**config.mk**
```make
export PLATFORM = sky130hd
export DESIGN_NAME = plotter_command_filter
export DESIGN_NICKNAME = d
export VERILOG_FILES = /design/src/sv/pcf_pkg.sv /design/src/sv/pcf_front.sv /design/src/sv/pcf_queue.sv /design/src/sv/pcf_back.sv /design/src/sv/plotter_command_filter.sv
export SDC_FILE = /design/constraint.sdc
export NUM_CORES = 1
export LEC_CHECK = 0
export BUFFER_PORTS_ARGS = -buffer_cell sky130_fd_sc_hd__buf_2
export CORE_MARGIN = 2
export CORE_UTILIZATION = 62
export CTS_BUF_LIST = sky130_fd_sc_hd__clkbuf_16
export DETAILED_ROUTE_END_ITERATION = 12
export GPL_TIMING_DRIVEN = 0
export PLACE_DENSITY = 0.83
export SETUP_SLACK_MARGIN = 0.5
export SLEW_MARGIN = 20
export SYNTH_ARGS = -nofsm -noshare
export SYNTH_HDL_FRONTEND = slang
export SYNTH_SLANG_ARGS = --single-unit
```
**constraint.sdc**
```tcl
create_clock -name clk -period 4.05 [get_ports clk]
set_input_delay 0.2025 -clock clk [delete_from_list [all_inputs] [get_ports clk]]
set_output_delay 0.2025 -clock clk [all_outputs]
set_load 0.005 [all_outputs]
```
**src/sv/pcf_pkg.sv**
```systemverilog
// ----------------------------------------------------------------------------
// pcf_pkg
// Shared types and constants for the plotter command filter: token phase
// codes, character codes and the command entry passed from front to back.
// ----------------------------------------------------------------------------
`default_nettype none

package pcf_pkg;

	// most bytes one input byte can cause: "!PG" plus ';' LF
	localparam int unsigned PCF_MAX_BYTES   = 5;
	localparam int unsigned PCF_CNT_W       = $clog2(PCF_MAX_BYTES + 1);
	localparam int unsigned PCF_IDX_W       = $clog2(PCF_MAX_BYTES);
	localparam int unsigned PCF_QUEUE_DEPTH = 4;

	// token phase
	typedef enum logic [2:0] {
		PH_START = 3'd0,
		PH_HELD1 = 3'd1,
		PH_BANG  = 3'd2,
		PH_BANGP = 3'd3,
		PH_PASS  = 3'd4,
		PH_DROP  = 3'd5
	} phase_t;

	// character codes
	localparam logic [7:0] CH_NUL  = 8'h00;
	localparam logic [7:0] CH_LF   = 8'h0A;
	localparam logic [7:0] CH_CR   = 8'h0D;
	localparam logic [7:0] CH_SEMI = 8'h3B;
	localparam logic [7:0] CH_BANG = 8'h21;
	localparam logic [7:0] CH_A    = 8'h41;
	localparam logic [7:0] CH_D    = 8'h44;
	localparam logic [7:0] CH_G    = 8'h47;
	localparam logic [7:0] CH_I    = 8'h49;
	localparam logic [7:0] CH_N    = 8'h4E;
	localparam logic [7:0] CH_P    = 8'h50;
	localparam logic [7:0] CH_R    = 8'h52;
	localparam logic [7:0] CH_U    = 8'h55;

	// one queued command: the bytes caused by one input byte
	typedef struct packed {
		logic [PCF_CNT_W-1:0]              cnt;
		logic [PCF_MAX_BYTES-1:0][7:0]     data;
	} cmd_t;

endpackage

`default_nettype wire

```
**src/sv/pcf_front.sv**
```systemverilog
// ----------------------------------------------------------------------------
// pcf_front
// Accepts input bytes, tracks the token phase and builds the list of
// output bytes each input byte causes.
// ----------------------------------------------------------------------------
`default_nettype none

module pcf_front (
	input  wire               clk,
	input  wire               arst_n,
	input  wire               push,
	input  wire               full,
	input  wire  [7:0]        in_byte,
	input  wire               end_of_data,
	output logic              cmd_valid,
	output pcf_pkg::cmd_t     cmd
);
	import pcf_pkg::*;

	phase_t              phase_q;
	logic [7:0]          held_q;
	logic                stopped_q;

	phase_t              phase_n;
	logic [7:0]          held_n;
	logic                stopped_n;
	logic [PCF_CNT_W-1:0] n;
	logic [PCF_MAX_BYTES-1:0][7:0] d;
	logic                accept;
	logic                is_delim;
	logic                p_second;

	assign accept   = push & ~full;
	assign is_delim = (in_byte == CH_SEMI) || (in_byte == CH_LF) || (in_byte == CH_CR);
	assign p_second = (in_byte == CH_A) || (in_byte == CH_D) || (in_byte == CH_U) ||
		(in_byte == CH_G) || (in_byte == CH_R);

	// classify the byte and build the emitted bytes
	always_comb begin
		n         = '0;
		d         = '0;
		phase_n   = phase_q;
		held_n    = held_q;
		stopped_n = stopped_q;
		if (!stopped_q) begin
			if (in_byte == CH_NUL || is_delim) begin
				if (phase_q == PH_PASS) begin
					d[0] = CH_SEMI;
					d[1] = CH_LF;
					n    = PCF_CNT_W'(2);
				end
				phase_n = PH_START;
				held_n  = '0;
				if (in_byte == CH_NUL) begin
					stopped_n = 1'b1;
				end
			end else begin
				unique case (phase_q)
					PH_START: begin
						if (in_byte == CH_I || in_byte == CH_P) begin
							held_n  = in_byte;
							phase_n = PH_HELD1;
						end else if (in_byte == CH_BANG) begin
							held_n  = in_byte;
							phase_n = PH_BANG;
						end else begin
							phase_n = PH_DROP;
						end
					end
					PH_HELD1: begin
						if ((held_q == CH_I && in_byte == CH_N) ||
							(held_q == CH_P && p_second)) begin
							d[0]    = held_q;
							d[1]    = in_byte;
							n       = PCF_CNT_W'(2);
							phase_n = PH_PASS;
						end else begin
							phase_n = PH_DROP;
						end
						held_n = '0;
					end
					PH_BANG: begin
						if (in_byte == CH_P) begin
							phase_n = PH_BANGP;
						end else begin
							phase_n = PH_DROP;
							held_n  = '0;
						end
					end
					PH_BANGP: begin
						if (in_byte == CH_G) begin
							d[0]    = CH_BANG;
							d[1]    = CH_P;
							d[2]    = CH_G;
							n       = PCF_CNT_W'(3);
							phase_n = PH_PASS;
						end else begin
							phase_n = PH_DROP;
						end
						held_n = '0;
					end
					PH_PASS: begin
						d[0] = in_byte;
						n    = PCF_CNT_W'(1);
					end
					default: begin
						phase_n = PH_DROP;
					end
				endcase
			end
			// end flag closes an open kept token
			if (end_of_data) begin
				if (phase_n == PH_PASS) begin
					d[PCF_IDX_W'(n)]           = CH_SEMI;
					d[PCF_IDX_W'(n + 3'd1)]    = CH_LF;
					n                          = PCF_CNT_W'(n + 3'd2);
				end
				phase_n = PH_START;
				held_n  = '0;
			end
		end
	end

	assign cmd_valid = accept && (n != '0);
	assign cmd.cnt   = n;
	assign cmd.data  = d;

	// token state
	always_ff @(posedge clk or negedge arst_n) begin
		if (!arst_n) begin
			phase_q   <= PH_START;
			held_q    <= '0;
			stopped_q <= 1'b0;
		end else if (accept) begin
			phase_q   <= phase_n;
			held_q    <= held_n;
			stopped_q <= stopped_n;
		end
	end

endmodule

`default_nettype wire

```
**src/sv/pcf_queue.sv**
```systemverilog
// ----------------------------------------------------------------------------
// pcf_queue
// Short command queue between front and back so each side stalls on its own.
// ----------------------------------------------------------------------------
`default_nettype none

module pcf_queue #(
	parameter int unsigned DEPTH = pcf_pkg::PCF_QUEUE_DEPTH
) (
	input  wire               clk,
	input  wire               arst_n,
	input  wire               wr_en,
	input  pcf_pkg::cmd_t     wr_cmd,
	output logic              full,
	input  wire               rd_en,
	output logic              rd_valid,
	output pcf_pkg::cmd_t     rd_cmd
);
	import pcf_pkg::*;

	localparam int unsigned PTR_W = (DEPTH > 1) ? $clog2(DEPTH) : 1;
	localparam int unsigned CNT_W = $clog2(DEPTH + 1);

	cmd_t             mem_q [DEPTH];
	logic [PTR_W-1:0] wr_ptr_q;
	logic [PTR_W-1:0] rd_ptr_q;
	logic [CNT_W-1:0] count_q;
	logic             do_wr;
	logic             do_rd;

	assign full     = (count_q == CNT_W'(DEPTH));
	assign rd_valid = (count_q != '0);
	assign rd_cmd   = mem_q[rd_ptr_q];
	assign do_wr    = wr_en & ~full;
	assign do_rd    = rd_en & rd_valid;

	// entry storage
	always_ff @(posedge clk) begin
		if (do_wr) begin
			mem_q[wr_ptr_q] <= wr_cmd;
		end
	end

	// pointers and fill count
	always_ff @(posedge clk or negedge arst_n) begin
		if (!arst_n) begin
			wr_ptr_q <= '0;
			rd_ptr_q <= '0;
			count_q  <= '0;
		end else begin
			if (do_wr) begin
				wr_ptr_q <= (wr_ptr_q == PTR_W'(DEPTH - 1)) ? '0 : PTR_W'(wr_ptr_q + 1'b1);
			end
			if (do_rd) begin
				rd_ptr_q <= (rd_ptr_q == PTR_W'(DEPTH - 1)) ? '0 : PTR_W'(rd_ptr_q + 1'b1);
			end
			if (do_wr && !do_rd) begin
				count_q <= CNT_W'(count_q + 1'b1);
			end else if (do_rd && !do_wr) begin
				count_q <= CNT_W'(count_q - 1'b1);
			end
		end
	end

endmodule

`default_nettype wire

```
**src/sv/pcf_back.sv**
```systemverilog
// ----------------------------------------------------------------------------
// pcf_back
// Walks the bytes of the head command into the result register, one byte per
// cycle while that register is empty or popped, flagging the last byte of each command.
// ----------------------------------------------------------------------------
`default_nettype none

module pcf_back (
	input  wire               clk,
	input  wire               arst_n,
	input  wire               cmd_valid,
	input  pcf_pkg::cmd_t     cmd,
	output logic              cmd_pop,
	output logic [7:0]        out_byte,
	output logic              run_last,
	output logic              empty,
	input  wire               pop
);
	import pcf_pkg::*;

	logic [PCF_IDX_W-1:0] idx_q;
	logic [7:0]           byte_q;
	logic                 last_q;
	logic                 valid_q;
	logic                 load;
	logic                 is_last;

	assign load     = ~valid_q | pop;
	assign is_last  = (PCF_CNT_W'(idx_q) == PCF_CNT_W'(cmd.cnt - 1'b1));
	assign cmd_pop  = load & cmd_valid & is_last;
	assign out_byte = byte_q;
	assign run_last = last_q;
	assign empty    = ~valid_q;

	// result register payload
	always_ff @(posedge clk) begin
		if (load && cmd_valid) begin
			byte_q <= cmd.data[idx_q];
			last_q <= is_last;
		end
	end

	// byte index and result valid
	always_ff @(posedge clk or negedge arst_n) begin
		if (!arst_n) begin
			idx_q   <= '0;
			valid_q <= 1'b0;
		end else if (load) begin
			valid_q <= cmd_valid;
			if (cmd_valid) begin
				idx_q <= is_last ? '0 : PCF_IDX_W'(idx_q + 1'b1);
			end
		end
	end

endmodule

`default_nettype wire

```
**src/sv/plotter_command_filter.sv**
```systemverilog
// Path: the first result byte of an input passes the command queue, then the result
// register; an input causing n bytes needs n result transfers to drain.
// Throughput: one input byte per cycle while the command queue has room; the back
// end delivers one result byte per cycle while the receiver pops, so inputs causing
// several bytes fill the queue (depth QueueDepth commands) and then stall input.
// Reset: arst_n clears token phase, stop flag, queue and result register.
// ----------------------------------------------------------------------------
// plotter_command_filter
// Filters a plotter command byte stream, keeping only selected commands
// and closing each kept one with ';' and LF.
// ----------------------------------------------------------------------------
`default_nettype none

module plotter_command_filter #(
	parameter int unsigned QueueDepth = pcf_pkg::PCF_QUEUE_DEPTH
) (
	input  wire         clk,
	input  wire         arst_n,
	input  wire         push,
	output logic        full,
	input  wire  [7:0]  in_byte,
	input  wire         end_of_data,
	output logic        empty,
	input  wire         pop,
	output logic [7:0]  out_byte,
	output logic        run_last
);
	import pcf_pkg::*;

	logic  wr_en;
	cmd_t  wr_cmd;
	logic  rd_valid;
	cmd_t  rd_cmd;
	logic  rd_en;

	// classify incoming bytes
	pcf_front u_front (
		.clk         (clk),
		.arst_n      (arst_n),
		.push        (push),
		.full        (full),
		.in_byte     (in_byte),
		.end_of_data (end_of_data),
		.cmd_valid   (wr_en),
		.cmd         (wr_cmd)
	);

	// decoupling queue
	pcf_queue #(
		.DEPTH (QueueDepth)
	) u_queue (
		.clk      (clk),
		.arst_n   (arst_n),
		.wr_en    (wr_en),
		.wr_cmd   (wr_cmd),
		.full     (full),
		.rd_en    (rd_en),
		.rd_valid (rd_valid),
		.rd_cmd   (rd_cmd)
	);

	// serialize commands into result transfers
	pcf_back u_back (
		.clk       (clk),
		.arst_n    (arst_n),
		.cmd_valid (rd_valid),
		.cmd       (rd_cmd),
		.cmd_pop   (rd_en),
		.out_byte  (out_byte),
		.run_last  (run_last),
		.empty     (empty),
		.pop       (pop)
	);

endmodule

`default_nettype wire

```
==> reports/metrics.csv <==
stage,metric,value,unit
place,gp_congestion,0.919,
floorplanning,core_area,10100,um^2
critical_path,crit_path_max_fanout,9,
critical_path,path_common_cell,nor2_1,
sta,maxSlewViolCount,0,
status,outcome,finished clean,
power,p_leak,2.48,nW
yosys,synth_top_area_share,0.532,
final_layout,instances_no_fill,643,
global_route,antenna_found_initial,0,
sta,min_period,3460,ps
critical_path,path_delay_family,simple AND/OR/NAND/NOR gates,
yosys,yosysTopAreaCell,edfxtp_1,
global_route,grt_start_max_net_pins,27,
route,dr.pass1.iters,5,
sta,timing.fmax,289,MHz
sta,final-setup-viol-count,0,
sta,fin_ws,585,ps
final_layout,multi_input_area,2340,um^2
floorplanning,placementRows,37,
clock_tree,root_buffer,clkbuf_16,
sta,max_slew_margin,0.433,
power,clkPwrFrac,0.462,
clock_tree,cts_sinks,136,
critical_path,critPathKind,register to register,
global_route,grt_pass1_wl,22100,um
floorplanning,die_w,105,um
sta,final.period_utilization,0.856,
place,dp_hpwl,8960,um
sta,report.final.hold_viol_count,0,
route,drt_iter0_markers,485,
place,port_buffers,22,
route,ant_nets,0,
power,intPower,2.34,mW
place,place_ws,-134,ps
critical_path,critPathRequiredTime,4380,ps
global_route,grt-ovfl-total,0,
yosys,postSynthAreaPerCell,14.5,um^2
critical_path,path_buf_inv,3,
route,vias,4079,
yosys,syn_inst,441,
power,power.total,2.90,mW
clock_tree,clk_latency,410,ps
final_layout,diodes,0,
final_layout,nFillCells,595,
floorplanning,start_util,0.629,
critical_path,critPathCaptureType,register,
job,max_cap_viol_count,0,
yosys,synth_edf_count,113,
clock_tree,clk_path_buf_depth,2,
sta,hold_slack,107,ps
yosys,syn_area,6380,um^2
power,comb_power_share,0.022,
critical_path,crit_chain,"buf_4, inv_1, nand2_1, nor2_2, and2_4, nor2_1, nand2b_1, ha_1, nor2_1, a31oi_1, nand2_1, o21ai_4, ha_2, inv_1, fa_1, xor2_1, nor2_1, xor2_1",
yosys,seq_area_frac_synth,0.622,
route,wl_per_cell,21.3,um
critical_path,max_stage_delay,380,ps
yosys,synthFlopType,edfxtp_1,
route,routed_via_density,6.34,
yosys,postSynth.asyncResetShare,0.169,
yosys,ys_ff_latch,136,
floorplanning,ioPinCount,24,
worst_hold_path,hold_class,input pin to register,
final_layout,regArea,3970,um^2
clock_tree,clk_pin_slew,60,ps
clock_tree,cts_buffers,17,
sta,worst_pin_slew,842,ps
yosys,synth.area.top_cells,"edfxtp_1, mux4_2, dfrtp_1, ha_1, nand2_1",
critical_path,crit_slowest_cell,fa_1,
power,switching_share,0.195,
sta,rsz0062_at_grt,true,
final_layout,drive_gt1_frac,0.258,
place,numPlacedInstances,602,
power,net-switching-power,564,uW
power,vdd_drop_max,0.232,mV
sta,clock_skew,12.3,ps
yosys,ys_warn_count,0,
power,power_density,392,nW/um^2
floorplanning,fp.dieH,105,um
yosys,synth.distinct_cells,66,
global_route,grt_pass1_vias,4134,
critical_path,worstPathArrival,3800,ps
clock_tree,cts_htree_levels,4,
global_route,track_usage,0.267,
floorplanning,die_area,11100,um^2
final_layout,nets,524,
clock_tree,tritoncts,built,
route,drcViolationCount,0,
final_layout,area_delta_synth_final,16.0,%
route,wirelength,13700,um
power,p_seq_frac,0.516,
critical_path,start_kind,register,
[final cells by class]
type | instances | area share
plain buffers | 21 | 0.0166
clock buffers | 17 | 0.0575
clock inverters | 14 | 0.0125
inverters | 23 | 0.0117
multi-input cells | 264 | 0.317
flip-flops and latches | 136 | 0.536
well taps | 136 | 0.0230
repair buffers | 32 | 0.0257
[Yosys cell counts, types with 5 or more instances]
master      n
nand4b_1    5
nand3_1     5
o21ai_0    13
nand2_1    30
and2_1      8
mux4_2     27
a21oi_1    17
clkbuf_1    9
nor2_1     22
edfxtp_1  113
xnor2_1     5
mux2i_1     8
ha_1       15
nor3_1     11
a31oi_1    10
nor3b_1     7
buf_2       8
inv_1      21
nor4_1      5
dfrtp_1    23
o211ai_1    6
[registers in the layout, indices dropped and copies added, names as in the netlist]
| register | count |
|---|---|
| u_front.held_q | 8 |
| u_queue.rd_ptr_q | 2 |
| u_queue.wr_ptr_q | 2 |
| u_queue.count_q | 3 |
| u_back.idx_q | 3 |
| u_queue.mem_q | 104 |
| u_front.phase_q | 3 |
| u_back.valid_q | 1 |
| u_back.run_last | 1 |
| u_front.stopped_q | 1 |
| u_back.out_byte | 8 |
[worst reg2reg max path: cells and delay by family (launching register included)]
| kind | cells | cell delay, ps |
|---|---|---|
| simple gates | 8 | 1210 |
| buf+inv | 3 | 330 |
| flops | 1 | 360 |
| fa+ha+maj | 3 | 740 |
| compound gates | 2 | 400 |
| xor+xnor | 2 | 340 |
[final timing paths]
| check | slack (ps) | end | startpoint | depth (start not counted) |
|---|---|---|---|---|
| max | 590 | u_queue.count_q[2] | u_front.phase_q[1] | 18 |
| min | 110 | u_front.held_q[5] | in_byte[5] | 3 |
| max reg2reg | 590 | u_queue.count_q[2] | u_front.phase_q[1] | 18 |
| min reg2reg | 510 | u_queue.count_q[2] | u_queue.count_q[2] | 1 |
| max in group asynchronous | 3320 | u_front.phase_q[2] | arst_n | 2 |
| min in group asynchronous | 320 | u_back.idx_q[2] | arst_n | 2 |
[routing by layer]
layer | wire length [um] | vias to the layer above | global-route usage
met4 | 361 | 0 | 0.0962
met3 | 965 | 35 | 0.0674
met5 | 0 | - | 0
li1 | - | 1811 | -
met1 | 5320 | 2019 | 0.347
met2 | 7050 | 214 | 0.440
[metrics by stage]
step | util | setup TNS, ps | cell area [um^2]
global route | 0.730 | 0 | 7400
CTS | 0.721 | 0 | 7310
floorplan | - | 0 | 6400
finish | 0.730 | 0 | 7400
detailed placement | 0.660 | -188 | 6690
global placement | 0.659 | -31980 | 6680
[cell families after synthesis]
group / after synthesis / share of synthesized area
muxes: 40 / 0.117
AOI/OAI and AO/OA: 76 / 0.0831
buffers and inverters: 44 / 0.0280
other: 1 / 0.000588
xor gates and xnor gates: 9 / 0.0124
adders and majority gates: 16 / 0.0325
DFF: 136 / 0.622
and+or+nand+nor: 119 / 0.105
[power by group through the flow]
| stage | Combinational (mW) | Clock (mW) | Sequential, mW |
|---|---|---|---|
| after detailed placement | 0.0579 | 0 | 1.53 |
| final | 0.0635 | 1.34 | 1.50 |
| after global placement | 0.0560 | 0 | 1.53 |
| after CTS | 0.0608 | 1.35 | 1.50 |
| after global routing | 0.0704 | 1.42 | 1.50 |
| after floorplan | 0.0336 | 0 | 1.53 |
[cells in the final DEF, fill, tap and decap left out, types with 3 or more instances in the layout]
master / synthesis / final
nand4b_1: 5 / 5
mux2_2: 3 / 3
clkbuf_1: 9 / 5
nand3b_1: 4 / 4
and2_1: 8 / 3
nor2b_1: 4 / 4
and2_4: 0 / 5
nor3_1: 11 / 8
nor3b_1: 7 / 7
conb_1: 1 / 4
o211ai_1: 6 / 6
mux4_2: 27 / 27
o31ai_1: 3 / 3
nand3_1: 5 / 5
dfrtp_1: 23 / 22
clkinv_1: 1 / 7
buf_4: 1 / 11
a31oi_1: 10 / 9
clkbuf_16: 0 / 17
nor3_2: 2 / 4
xor2_1: 4 / 4
nand2_1: 30 / 29
mux2i_1: 8 / 8
buf_2: 8 / 28
a21oi_1: 17 / 16
clkinv_2: 0 / 4
xnor2_1: 5 / 5
edfxtp_1: 113 / 113
ha_1: 15 / 14
inv_1: 21 / 22
nor2_1: 22 / 21
o21ai_0: 13 / 13
[repair_timing]
action,4_1_cts,5_1_grt
hold endpoints to repair,24,0
endpoints found under the setup margin,107,106
setup buffers,5,3
hold buffers,2,0
gates cloned,0,0
gates resized for setup,16,20
pin swaps,4,4
Note: power is estimated with default switching activity, not from simulation.
